$ cat config.mk
export PLATFORM = sky130hd
export DESIGN_NAME = nearest_centroid_line_crossing
export DESIGN_NICKNAME = d
export VERILOG_FILES = /design/src/hdl/nclc_pkg.sv /design/src/hdl/nclc_ram.sv /design/src/hdl/nclc_ctrl.sv /design/src/hdl/nclc_dp.sv /design/src/hdl/nearest_centroid_line_crossing.sv
export VERILOG_INCLUDE_DIRS = /design/src /design/src/hdl
export SDC_FILE = /design/constraint.sdc
export NUM_CORES = 1
export LEC_CHECK = 0
export BUFFER_PORTS_ARGS = -buffer_cell sky130_fd_sc_hd__buf_2
export CORE_UTILIZATION = 54
export DETAILED_ROUTE_END_ITERATION = 8
export PLACE_DENSITY = 0.68
export SLEW_MARGIN = 20
export SYNTH_ARGS = -nofsm -noshare
export SYNTH_HDL_FRONTEND = slang
export SYNTH_SLANG_ARGS = --single-unit
$ cat constraint.sdc
create_clock -name clk_i -period 20.6 [get_ports clk_i]
set_input_delay 0 -clock clk_i [delete_from_list [all_inputs] [get_ports clk_i]]
set_output_delay 0 -clock clk_i [all_outputs]
set_load 0.005 [all_outputs]
$ cat src/hdl/nearest_centroid_line_crossing_defines.svh
// Assertion macros used by the tracker top level.
`ifndef NEAREST_CENTROID_LINE_CROSSING_DEFINES_SVH
`define NEAREST_CENTROID_LINE_CROSSING_DEFINES_SVH
`ifndef SYNTHESIS
`define NCLC_ASSERT(lbl, prop, msg) \
  lbl: assert property (@(posedge clk_i) disable iff (!rst_ni) prop) else $error(msg);
`define NCLC_ASSERT_NEVER(lbl, cond, msg) \
  lbl: assert property (@(posedge clk_i) disable iff (!rst_ni) !(cond)) else $error(msg);
`else
`define NCLC_ASSERT(lbl, prop, msg)
`define NCLC_ASSERT_NEVER(lbl, cond, msg)
`endif
`endif

$ cat src/hdl/nclc_pkg.sv
package nclc_pkg;

  localparam int TRACKS_DEF     = 16;
  localparam int COORD_BITS_DEF = 12;
  localparam int LINE_W         = 12;
  localparam int SLOT_W         = 4;
  localparam logic [LINE_W-1:0] LINE_RESET = 12'd384;

  typedef enum logic {
    CMD_INSERT = 1'b0,
    CMD_MATCH  = 1'b1
  } cmd_e;

  typedef enum logic [1:0] {
    ST_OK    = 2'd0,
    ST_FULL  = 2'd1,
    ST_EMPTY = 2'd2
  } status_e;

  // Controller commands to the datapath
  typedef struct packed {
    logic    load;      // capture the incoming word
    logic    rd_en;     // read one table entry for the scan
    logic    rd_first;  // this read is the newest entry
    logic    ins_wr;    // append captured centroid at idx
    logic    match_wr;  // replace the best entry with captured centroid
    logic    finish;    // load the result registers
    status_e status;
  } nclc_cmd_t;

endpackage

$ cat src/hdl/nclc_ram.sv
module nclc_ram #(
  parameter int WIDTH = 24,
  parameter int DEPTH = 16,
  localparam int AW = (DEPTH > 1) ? $clog2(DEPTH) : 1
) (
  input  logic             clk_i,
  input  logic             we_i,
  input  logic [AW-1:0]    waddr_i,
  input  logic [WIDTH-1:0] wdata_i,
  input  logic             re_i,
  input  logic [AW-1:0]    raddr_i,
  output logic [WIDTH-1:0] rdata_o
);

  logic [WIDTH-1:0] mem_q [DEPTH];
  logic [WIDTH-1:0] rdata_q;

  always_ff @(posedge clk_i) begin
    if (we_i) begin
      mem_q[waddr_i] <= wdata_i;
    end
    if (re_i) begin
      rdata_q <= mem_q[raddr_i];
    end
  end

  assign rdata_o = rdata_q;

endmodule

$ cat src/hdl/nclc_ctrl.sv
module nclc_ctrl
  import nclc_pkg::*;
#(
  parameter int TRACKS = TRACKS_DEF,
  localparam int IDX_W = (TRACKS > 1) ? $clog2(TRACKS) : 1,
  localparam int CNT_W = $clog2(TRACKS + 1)
) (
  input  logic             clk_i,
  input  logic             rst_ni,
  input  logic             start_i,
  input  logic             cmd_i,
  output logic             busy_o,
  output nclc_cmd_t        cmd_o,
  output logic [IDX_W-1:0] idx_o
);

  typedef enum logic [2:0] {
    S_IDLE,
    S_INSERT,
    S_EMPTY,
    S_SCAN,
    S_DRAIN_A,
    S_DRAIN_B,
    S_UPDATE
  } state_e;

  state_e           state_q, state_d;
  logic [CNT_W-1:0] count_q, count_d;
  logic [IDX_W-1:0] scan_q, scan_d;
  logic             first_q, first_d;
  logic             busy_q;
  logic [CNT_W-1:0] cnt_m1;
  logic             full;

  assign cnt_m1 = count_q - CNT_W'(1);
  assign full   = (count_q == CNT_W'(TRACKS));

  always_comb begin
    state_d = state_q;
    count_d = count_q;
    scan_d  = scan_q;
    first_d = first_q;
    cmd_o   = '{default: '0, status: ST_OK};
    idx_o   = scan_q;
    unique case (state_q)
      S_IDLE: begin
        cmd_o.load = start_i;
        if (start_i) begin
          if (cmd_e'(cmd_i) == CMD_INSERT) begin
            state_d = S_INSERT;
          end else if (count_q == '0) begin
            state_d = S_EMPTY;
          end else begin
            scan_d  = cnt_m1[IDX_W-1:0];
            first_d = 1'b1;
            state_d = S_SCAN;
          end
        end
      end
      S_INSERT: begin
        cmd_o.finish = 1'b1;
        idx_o        = count_q[IDX_W-1:0];
        if (full) begin
          cmd_o.status = ST_FULL;
        end else begin
          cmd_o.ins_wr = 1'b1;
          count_d      = count_q + CNT_W'(1);
        end
        state_d = S_IDLE;
      end
      S_EMPTY: begin
        cmd_o.finish = 1'b1;
        cmd_o.status = ST_EMPTY;
        state_d      = S_IDLE;
      end
      S_SCAN: begin
        // walk newest to oldest
        cmd_o.rd_en    = 1'b1;
        cmd_o.rd_first = first_q;
        first_d        = 1'b0;
        if (scan_q == '0) begin
          state_d = S_DRAIN_A;
        end else begin
          scan_d = scan_q - IDX_W'(1);
        end
      end
      S_DRAIN_A: state_d = S_DRAIN_B;
      S_DRAIN_B: state_d = S_UPDATE;
      S_UPDATE: begin
        cmd_o.match_wr = 1'b1;
        cmd_o.finish   = 1'b1;
        state_d        = S_IDLE;
      end
      default: state_d = S_IDLE;
    endcase
  end

  always_ff @(posedge clk_i or negedge rst_ni) begin
    if (!rst_ni) begin
      state_q <= S_IDLE;
      count_q <= '0;
      scan_q  <= '0;
      first_q <= 1'b0;
      busy_q  <= 1'b0;
    end else begin
      state_q <= state_d;
      count_q <= count_d;
      scan_q  <= scan_d;
      first_q <= first_d;
      busy_q  <= (state_d != S_IDLE);
    end
  end

  assign busy_o = busy_q;

endmodule

$ cat src/hdl/nclc_dp.sv
module nclc_dp
  import nclc_pkg::*;
#(
  parameter int TRACKS     = TRACKS_DEF,
  parameter int COORD_BITS = COORD_BITS_DEF,
  localparam int IDX_W  = (TRACKS > 1) ? $clog2(TRACKS) : 1,
  localparam int SQ_W   = 2 * COORD_BITS,
  localparam int DIST_W = SQ_W + 1,
  localparam int CMP_W  = (COORD_BITS > LINE_W) ? COORD_BITS : LINE_W
) (
  input  logic                  clk_i,
  input  logic                  rst_ni,
  input  nclc_cmd_t             cmd_i,
  input  logic [IDX_W-1:0]      idx_i,
  input  logic [COORD_BITS-1:0] pos_x_i,
  input  logic [COORD_BITS-1:0] pos_y_i,
  input  logic                  cfg_we_i,
  input  logic [LINE_W-1:0]     cfg_data_i,
  output logic                  done_o,
  output logic [1:0]            status_o,
  output logic [SLOT_W-1:0]     slot_o,
  output logic                  entering_o,
  output logic                  leaving_o
);

  logic [LINE_W-1:0]       line_y_q;
  logic [COORD_BITS-1:0]   pos_x_q, pos_y_q;

  logic [2*COORD_BITS-1:0] rd_data;
  logic                    ram_we;
  logic [IDX_W-1:0]        ram_waddr;

  logic                    p1_valid_q, p1_first_q;
  logic [IDX_W-1:0]        p1_idx_q;
  logic                    p2_valid_q, p2_first_q;
  logic [IDX_W-1:0]        p2_idx_q;
  logic [COORD_BITS-1:0]   p2_y_q;
  logic [SQ_W-1:0]         sq_x_q, sq_y_q;

  logic [DIST_W-1:0]       best_d_q;
  logic [IDX_W-1:0]        best_idx_q;
  logic [COORD_BITS-1:0]   best_y_q;

  logic [COORD_BITS-1:0]   rx, ry, dx, dy;
  logic [DIST_W-1:0]       dist_sum;

  logic [CMP_W-1:0]        new_c, old_c, line_c;
  logic                    cross_leave, cross_enter;
  logic [IDX_W-1:0]        slot_idx;
  logic [SLOT_W+IDX_W-1:0] slot_ext;

  logic                    done_q;
  status_e                 status_q;
  logic [SLOT_W-1:0]       slot_q;
  logic                    entering_q, leaving_q;

  always_ff @(posedge clk_i or negedge rst_ni) begin
    if (!rst_ni) begin
      line_y_q <= LINE_RESET;
    end else if (cfg_we_i) begin
      line_y_q <= cfg_data_i;
    end
  end

  always_ff @(posedge clk_i) begin
    if (cmd_i.load) begin
      pos_x_q <= pos_x_i;
      pos_y_q <= pos_y_i;
    end
  end

  assign ram_we    = cmd_i.ins_wr | cmd_i.match_wr;
  assign ram_waddr = cmd_i.match_wr ? best_idx_q : idx_i;

  nclc_ram #(
    .WIDTH(2 * COORD_BITS),
    .DEPTH(TRACKS)
  ) u_table (
    .clk_i  (clk_i),
    .we_i   (ram_we),
    .waddr_i(ram_waddr),
    .wdata_i({pos_x_q, pos_y_q}),
    .re_i   (cmd_i.rd_en),
    .raddr_i(idx_i),
    .rdata_o(rd_data)
  );

  assign rx = rd_data[2*COORD_BITS-1:COORD_BITS];
  assign ry = rd_data[COORD_BITS-1:0];
  assign dx = (rx >= pos_x_q) ? (rx - pos_x_q) : (pos_x_q - rx);
  assign dy = (ry >= pos_y_q) ? (ry - pos_y_q) : (pos_y_q - ry);
  assign dist_sum = {1'b0, sq_x_q} + {1'b0, sq_y_q};

  always_ff @(posedge clk_i or negedge rst_ni) begin
    if (!rst_ni) begin
      p1_valid_q <= 1'b0;
      p2_valid_q <= 1'b0;
    end else begin
      p1_valid_q <= cmd_i.rd_en;
      p2_valid_q <= p1_valid_q;
    end
  end

  always_ff @(posedge clk_i) begin
    p1_first_q <= cmd_i.rd_first;
    p1_idx_q   <= idx_i;
    p2_first_q <= p1_first_q;
    p2_idx_q   <= p1_idx_q;
    p2_y_q     <= ry;
    sq_x_q     <= dx * dx;
    sq_y_q     <= dy * dy;
    // strict less-than keeps the first entry found on a tie
    if (p2_valid_q && (p2_first_q || (dist_sum < best_d_q))) begin
      best_d_q   <= dist_sum;
      best_idx_q <= p2_idx_q;
      best_y_q   <= p2_y_q;
    end
  end

  assign new_c       = CMP_W'(pos_y_q);
  assign old_c       = CMP_W'(best_y_q);
  assign line_c      = CMP_W'(line_y_q);
  assign cross_leave = (new_c <= line_c) && (old_c >= line_c);
  assign cross_enter = !cross_leave && (new_c >= line_c) && (old_c <= line_c);

  always_comb begin
    slot_idx = '0;
    if (cmd_i.match_wr) begin
      slot_idx = best_idx_q;
    end else if (cmd_i.ins_wr) begin
      slot_idx = idx_i;
    end
  end

  assign slot_ext = {{SLOT_W{1'b0}}, slot_idx};

  always_ff @(posedge clk_i or negedge rst_ni) begin
    if (!rst_ni) begin
      done_q <= 1'b0;
    end else begin
      done_q <= cmd_i.finish;
    end
  end

  always_ff @(posedge clk_i) begin
    if (cmd_i.finish) begin
      status_q   <= cmd_i.status;
      slot_q     <= slot_ext[SLOT_W-1:0];
      entering_q <= cmd_i.match_wr & cross_enter;
      leaving_q  <= cmd_i.match_wr & cross_leave;
    end
  end

  assign done_o     = done_q;
  assign status_o   = status_q;
  assign slot_o     = slot_q;
  assign entering_o = entering_q;
  assign leaving_o  = leaving_q;

endmodule

$ cat src/hdl/nearest_centroid_line_crossing.sv
// Nearest-centroid tracker with a counting line.
// Input word: pulse start_i with cmd_i, pos_x_i, pos_y_i while busy_o is low;
// the word is taken at that clock edge. cmd_i low appends a track, high
// matches a detection against the table and replaces the nearest track.
// Result word: done_o is high for exactly one cycle with status_o, slot_o,
// entering_o and leaving_o; the receiver cannot hold it off.
// An insert, or a match on an empty table, goes through the S_INSERT or S_EMPTY
// state and then the result registers. A match reads the N stored tracks one
// table read per cycle for the scan, newest first; the distance pipeline
// registers the read, then the squares, then the sum and compare, and the
// nearest track is written back. The table memory has a single read port,
// which sets the scan to one entry per cycle.
// busy_o drops in the cycle the result is shown, so a new word may be taken
// at the same edge as that result.
// Line register: cfg_we_i writes cfg_data_i at a clock edge; the user must write
// it only while idle, as the block itself does not enforce this. Reset empties
// the table (the stored centroids are not cleared) and sets the counting line to 384.
`include "nearest_centroid_line_crossing_defines.svh"

module nearest_centroid_line_crossing
  import nclc_pkg::*;
#(
  parameter int TRACKS     = TRACKS_DEF,
  parameter int COORD_BITS = COORD_BITS_DEF,
  localparam int IDX_W = (TRACKS > 1) ? $clog2(TRACKS) : 1
) (
  input  logic                  clk_i,
  input  logic                  rst_ni,
  input  logic                  start_i,
  output logic                  busy_o,
  input  logic                  cmd_i,
  input  logic [COORD_BITS-1:0] pos_x_i,
  input  logic [COORD_BITS-1:0] pos_y_i,
  input  logic                  cfg_we_i,
  input  logic [LINE_W-1:0]     cfg_data_i,
  output logic                  done_o,
  output logic [1:0]            status_o,
  output logic [SLOT_W-1:0]     slot_o,
  output logic                  entering_o,
  output logic                  leaving_o
);

  nclc_cmd_t        cmd;
  logic [IDX_W-1:0] idx;

  nclc_ctrl #(
    .TRACKS(TRACKS)
  ) u_ctrl (
    .clk_i  (clk_i),
    .rst_ni (rst_ni),
    .start_i(start_i),
    .cmd_i  (cmd_i),
    .busy_o (busy_o),
    .cmd_o  (cmd),
    .idx_o  (idx)
  );

  nclc_dp #(
    .TRACKS    (TRACKS),
    .COORD_BITS(COORD_BITS)
  ) u_dp (
    .clk_i     (clk_i),
    .rst_ni    (rst_ni),
    .cmd_i     (cmd),
    .idx_i     (idx),
    .pos_x_i   (pos_x_i),
    .pos_y_i   (pos_y_i),
    .cfg_we_i  (cfg_we_i),
    .cfg_data_i(cfg_data_i),
    .done_o    (done_o),
    .status_o  (status_o),
    .slot_o    (slot_o),
    .entering_o(entering_o),
    .leaving_o (leaving_o)
  );

  `NCLC_ASSERT(a_done_idle, done_o |-> !busy_o, "result shown while controller busy")
  `NCLC_ASSERT(a_accept_busy, start_i && !busy_o |=> busy_o, "accepted word did not raise busy")
  `NCLC_ASSERT(a_error_flags, done_o && (status_o != ST_OK) |-> !entering_o && !leaving_o, "crossing flag on error result")
  `NCLC_ASSERT_NEVER(a_both_flags, done_o && entering_o && leaving_o, "entering and leaving both set")

endmodule

* Word level (Yosys, flattened, before mapping) *
Memory sizes are Yosys's and may differ from the RTL's. A register that Yosys moved wholly into a read port is not among the register bits.
Index checks and enable logic that the tools add are counted.

storage, ports and cells
  bits in registers = 172
  bits in writable memories = 384
  output and inout bits = 10
  memories = 1

memory list
  name                words  width  read ports  clocked after Yosys merged registers in  write ports  line            text
  u_dp.u_table.mem_q  16     24     1           1                                        1            nclc_ram.sv:15  logic [WIDTH-1:0] mem_q [DEPTH];

cells by class
  $add $sub $neg = 8
  $mul = 2
  order comparisons = 7
  eq/ne operators = 11
  muxes and demuxes = 30
  bitwise operators = 4
  reduce and logical (&&, ||, !) cells = 15

operators by type and width
  operator                                                                count
  12-bit >= comparator                                                    4
  12-bit by 12-bit multiplier with 24-bit output                          2
  12-bit subtractor                                                       4
  4-bit two-way mux                                                       8
  24-bit by 24-bit adder with 25-bit output                               1
  25-bit < comparator                                                     1
  12-bit less-or-equal comparator                                         2
  12-bit two-way mux                                                      2
  1-bit two-way mux                                                       12
  3-bit case mux with 4 select lines                                      1
  3-bit equality test (second input constant)                             3
  2-bit inequality test (second input constant)                           4
  4-bit case mux with 2 select lines                                      1
  4-bit by 1-bit subtractor with 4-bit output (second input constant)     2
  3-bit by 2-bit equality test with 1-bit output (second input constant)  2
  3-bit two-way mux                                                       2
  5-bit by 1-bit adder with 5-bit output (second input constant)          1
  5-bit equality test (second input constant)                             1
  5-bit logical NOT                                                       1
  5-bit AND reduction                                                     1
  1-bit logical AND                                                       4
  4-bit logical NOT                                                       1
  2-bit two-way mux                                                       2
  2-bit case mux with 2 select lines                                      1
  other kinds (13)                                                        14

* Longest topological paths before layout *
  word-level depth = 6
  gate-level depth with buffers = 33
  depth with buffers taken out = 32

* Modules after synthesis *
A second synthesis with hierarchy kept.

second synthesis, totals
  cell total of the unflattened synthesis = 2,407
  area total of the unflattened synthesis = 32,163.3 µm²

by module, submodules not included
  module     instances  cells an instance  area each (µm²)  sequential area each (µm²)
  nclc_dp    1          1,678              16,134.2         3,931.3
  nclc_ram   1          636                15,170.8         12,251.8
  nclc_ctrl  1          93                 858.3            350.3

* Worst setup path before layout *
OpenSTA, ideal clock, no wires.

  path type = reg2reg
  start point = register u_dp.pos_y_q[2], in the netlist u_dp.new_c[2]
  end point = register u_dp.sq_y_q[22]
  setup time = 0.106 ns
  arrival time = 7.569 ns
  slack = 12.925 ns
  cell stages (with the launch flop) = 32
  clock period less this slack = 7.675 ns
  cells stage by stage = edfxtp_1 inv_1 ha_1 buf_6 nor2b_4 o21a_1 o32a_1 o211ai_2 nand2_1 buf_2 mux2i_1 xor2_1 inv_2 or2_1 fa_1 inv_1 fa_1 inv_1 fa_1 inv_1 fa_1 inv_1 fa_1 inv_1 ha_1 a21oi_1 inv_1 o21ai_0 a21oi_1 o41ai_1 or4b_1 o311ai_0

on the way
  cells in the longest elaborated chain, start to end = 3
  elaborated cells between the ends (all ways) = 5
  those cells by class = add/sub: 2; mul: 1; order compare: 1; mux: 1

RTL lines
  element                                                    line            text
  start, declared                                            nclc_dp.sv:27   logic [COORD_BITS-1:0] pos_x_q, pos_y_q;
  start signal, assigned                                     nclc_dp.sv:68   pos_y_q <= pos_y_i;
  12-bit subtractor or 12-bit >= comparator (tied branches)  nclc_dp.sv:91   assign dy = (ry >= pos_y_q) ? (ry - pos_y_q) : (pos_y_q - ry);
  12-bit two-way mux (*)                                     nclc_dp.sv:91
  12-bit by 12-bit multiplier with 24-bit output (*)         nclc_dp.sv:111  sq_y_q <= dy * dy;
  end signal, assigned                                       nclc_dp.sv:111
  end, declared                                              nclc_dp.sv:38   logic [SQ_W-1:0] sq_x_q, sq_y_q;

Every way passes the cells marked *; elsewhere a longest branch is shown, timed or not.
A chain may end at the register's enable or synchronous reset.

* Worst setup path after layout *
  start point = register u_dp.pos_y_q[0], in the netlist u_dp.new_c[0]
  end point = register u_dp.sq_y_q[22]

Same word-level chain as after synthesis.

==> results_dict.tcl <==
set metrics [dict create \
    setup_viol 0 \
    drtPass1Iterations 5 \
    syn_inst 2951 \
    antenna_found_initial 1 \
    drv_cap 0 \
    ios 51 \
    multi_input_area_um2 14200 \
    cts_num_sinks 578 \
    hold_viol 0 \
    insertedDiodeCount 0 \
    relSlewSlack_pct 28.8 \
    cp.arrival_ns 9.52 \
    wl_per_cell_um 19.7 \
    slew_viol_final 0 \
    yosysTopAreaCell "edfxtp_1" \
    fin_ws_ns 11.58 \
    period_share_pct 43.8 \
    crit_top_cell "inv_1" \
    numCtsBuffers 59 \
    synth_area_um2 32500 \
    grt_pass1_wl_um 121000 \
    insertion_delay_ns 0.66 \
    cts_tree "yes" \
    syn_nets 3386 \
    grt_overflow 0 \
    ys_seq_elements 578 \
    synth.distinct_cells 73 \
    rows 89 \
    route.detailed.drc 0 \
    synthTopCellsByCount "481 x edfxtp_1, 474 x nand2_1, 354 x inv_1, 232 x ha_1, 207 x nand3_1" \
    synth_compound_area_share_pct 7.80 \
    synth-async-reset-ratio_pct 5.02 \
    hpwl_um 48500 \
    hold_buffers 62 \
    dpl_worst_slack_ns 11.67 \
    synthAdderAreaFrac_pct 18.9 \
    hold_path_class "primary input to async pin" \
    cts_resized 0 \
    drive_above_1_share_pct 8.22 \
    status "completed" \
    max_stage_delay_ns 0.77 \
    synthToLayoutAreaGrowth_pct 11.7 \
    setup_tns_ns 0 \
    seq_area_frac_synth_pct 50.9 \
    synthXorXnorAreaFrac_pct 2.24 \
    cts_root_buffer "clkbuf_16" \
    crit_path_start_kind "flop" \
    crit_path_end_kind "flop" \
    grt_pass1_vias 22300 \
    synthSimpleGateAreaFrac_pct 14.0 \
    yosys_most_used_dff "edfxtp_1" \
    crit_type "flop to flop" \
    tightestPinTransition_ns 1.06 \
    place.gp.congestion 0.899 \
    muxShareOfSynthArea_pct 0.604 \
    synth_top_family_by_area "adder cells" \
    yosysMostFrequentCell "edfxtp_1" \
    die_w_um 247 \
    nets 3487 \
    crit_fanout 18 \
    synth_edf_count 481 \
    synth_top_area_share_pct 44.4 \
    rsz0062_at_grt "no" \
    clockBufferDepth 3 \
    start_util_pct 54.9 \
    final_core_util_pct 61.3 \
    htree_levels 2 \
    fin_hold_ws_ns 0.00957 \
    required_ns 21.10 \
    vias 22000 \
    drtAntennaViolNets 0 \
    drt-total-wl_um 76400 \
    coreArea_um2 59200 \
    clk_pin_slew_worst_paths_ns 0.06 \
    fmax_ghz 0.111 \
    synthTopCellsByArea "edfxtp_1 44%, fa_1 10%, ha_1 8.9%" \
    critPathSlowestCell "edfxtp_1" \
    seqCellArea_um2 16500 \
    clock_skew_ns 0.0599 \
    via_per_inst 5.68 \
    yosysWarnings 0 \
    min_period_ns 9.02 \
    syn_avg_cell_area_um2 11.0 \
    port_buffers 50 \
    grt_usage_pct 25.5 \
    fp.dieH_um 247 \
    num-fill-cells 4764 \
    postCtsSetupRepairBufs 0 \
    dieArea_um2 61200 \
    dr.first_iter.drc_count 1811 \
    grt_max_degree 75 \
]
-- placed cells by master, fill, tap and decap left out, types with 7 or more instances in the layout --
master and n:
dlygate4sd3_1 62, nor2b_1 14, nor3_1 21, buf_4 46, mux2i_1 13, nand2_1 474
and3_1 30, a21o_1 38, clkinv_2 15, nand4_1 14, fa_1 162, nor2_1 155
dfxtp_1 68, clkbuf_1 10, ha_1 232, nor2_2 16, buf_2 50, o21a_1 20
o31ai_1 7, clkinv_1 8, o21ai_0 70, o211ai_1 9, a31oi_1 38, a311oi_1 50
and2_1 8, dfrtp_1 27, or2_2 25, xnor2_1 55, xor2_1 27, a21oi_1 75
edfxtp_1 481, inv_1 354, clkbuf_16 62, nand2b_1 27, nand3_1 207
-- cells by family after synthesis --
| logic type | count (synthesis) |
|---|---|
| flip-flops | 578 |
| AO/OA/AOI/OAI | 376 |
| multiplexers | 19 |
| AND/OR/NAND/NOR | 1023 |
| XOR/XNOR | 83 |
| adder cells (fa/ha/maj) | 394 |
| buffers and inverters | 478 |
-- worst paths after layout --
kind / slack, ns / start / end / depth (start not counted)
max: 11.58 / u_dp.new_c[0] / u_dp.sq_y_q[22] / 28
min: 0.01 / rst_ni / u_ctrl.count_q[3] / 2
max reg2reg: 11.58 / u_dp.new_c[0] / u_dp.sq_y_q[22] / 28
min reg2reg: 0.33 / u_dp.p1_first_q / u_dp.p2_first_q / 0
max in group asynchronous: 20.05 / rst_ni / u_dp.p2_valid_q / 2
min in group clk_i: 0.05 / pos_x_i[9] / u_dp.pos_x_q[9] / 2
-- state kept, by name, indices dropped and copies added (netlist names), 2 cells and up --
register / cells
u_ctrl.count_q: 5
u_ctrl.scan_q: 4
u_ctrl.state_q: 3
u_dp.best_d_q: 25
u_dp.best_idx_q: 4
u_dp.best_y_q: 12
u_dp.line_c: 12
u_dp.new_c: 12
u_dp.p1_idx_q: 4
u_dp.p2_idx_q: 4
u_dp.p2_y_q: 12
u_dp.pos_x_q: 12
u_dp.slot_o: 4
u_dp.sq_x_q: 23
u_dp.sq_y_q: 23
u_dp.status_o: 2
u_dp.u_table.mem_q: 384
u_dp.u_table.rdata_o: 24
-- critical path, delay by kind of cell (launching register included) --
family	cells	cell delay, ns
compound gates	8	1.97
simple gates	3	1.16
buf+inv	8	0.69
fa+ha+maj	7	3.52
flops	1	0.77
mux	1	0.30
xor+xnor	1	0.47
-- layer usage --
| layer | global-route usage (%) | part of all wire, % |
|---|---|---|
| met5 | 0 | 0 |
| met4 | 7.67 | 2.5 |
| met3 | 3.01 | 5.8 |
| met2 | 44.2 | 50 |
| met1 | 33.6 | 42 |
-- cell type report --
| cell class | count | area share, % |
|---|---|---|
| Sequential cell | 578 | 45.5 |
| Multi-Input combinational cell | 1895 | 39.2 |
| Clock buffer | 78 | 4.60 |
| Inverter | 360 | 3.73 |
| Timing Repair Buffer | 158 | 3.35 |
| Tap cell | 773 | 2.66 |
| Clock inverter | 34 | 0.933 |
-- through the flow --
stage               std cells  cell area, um2
global route             3876           36300
floorplan                2951           32500
detailed placement       3702           33700
CTS                      3876           36300
finish                   3876           36300
global placement         3702           33700
Power is left out: the tool's default activity adds up to more than one toggle a clock period on the data nets, which glitch-free logic cannot reach.
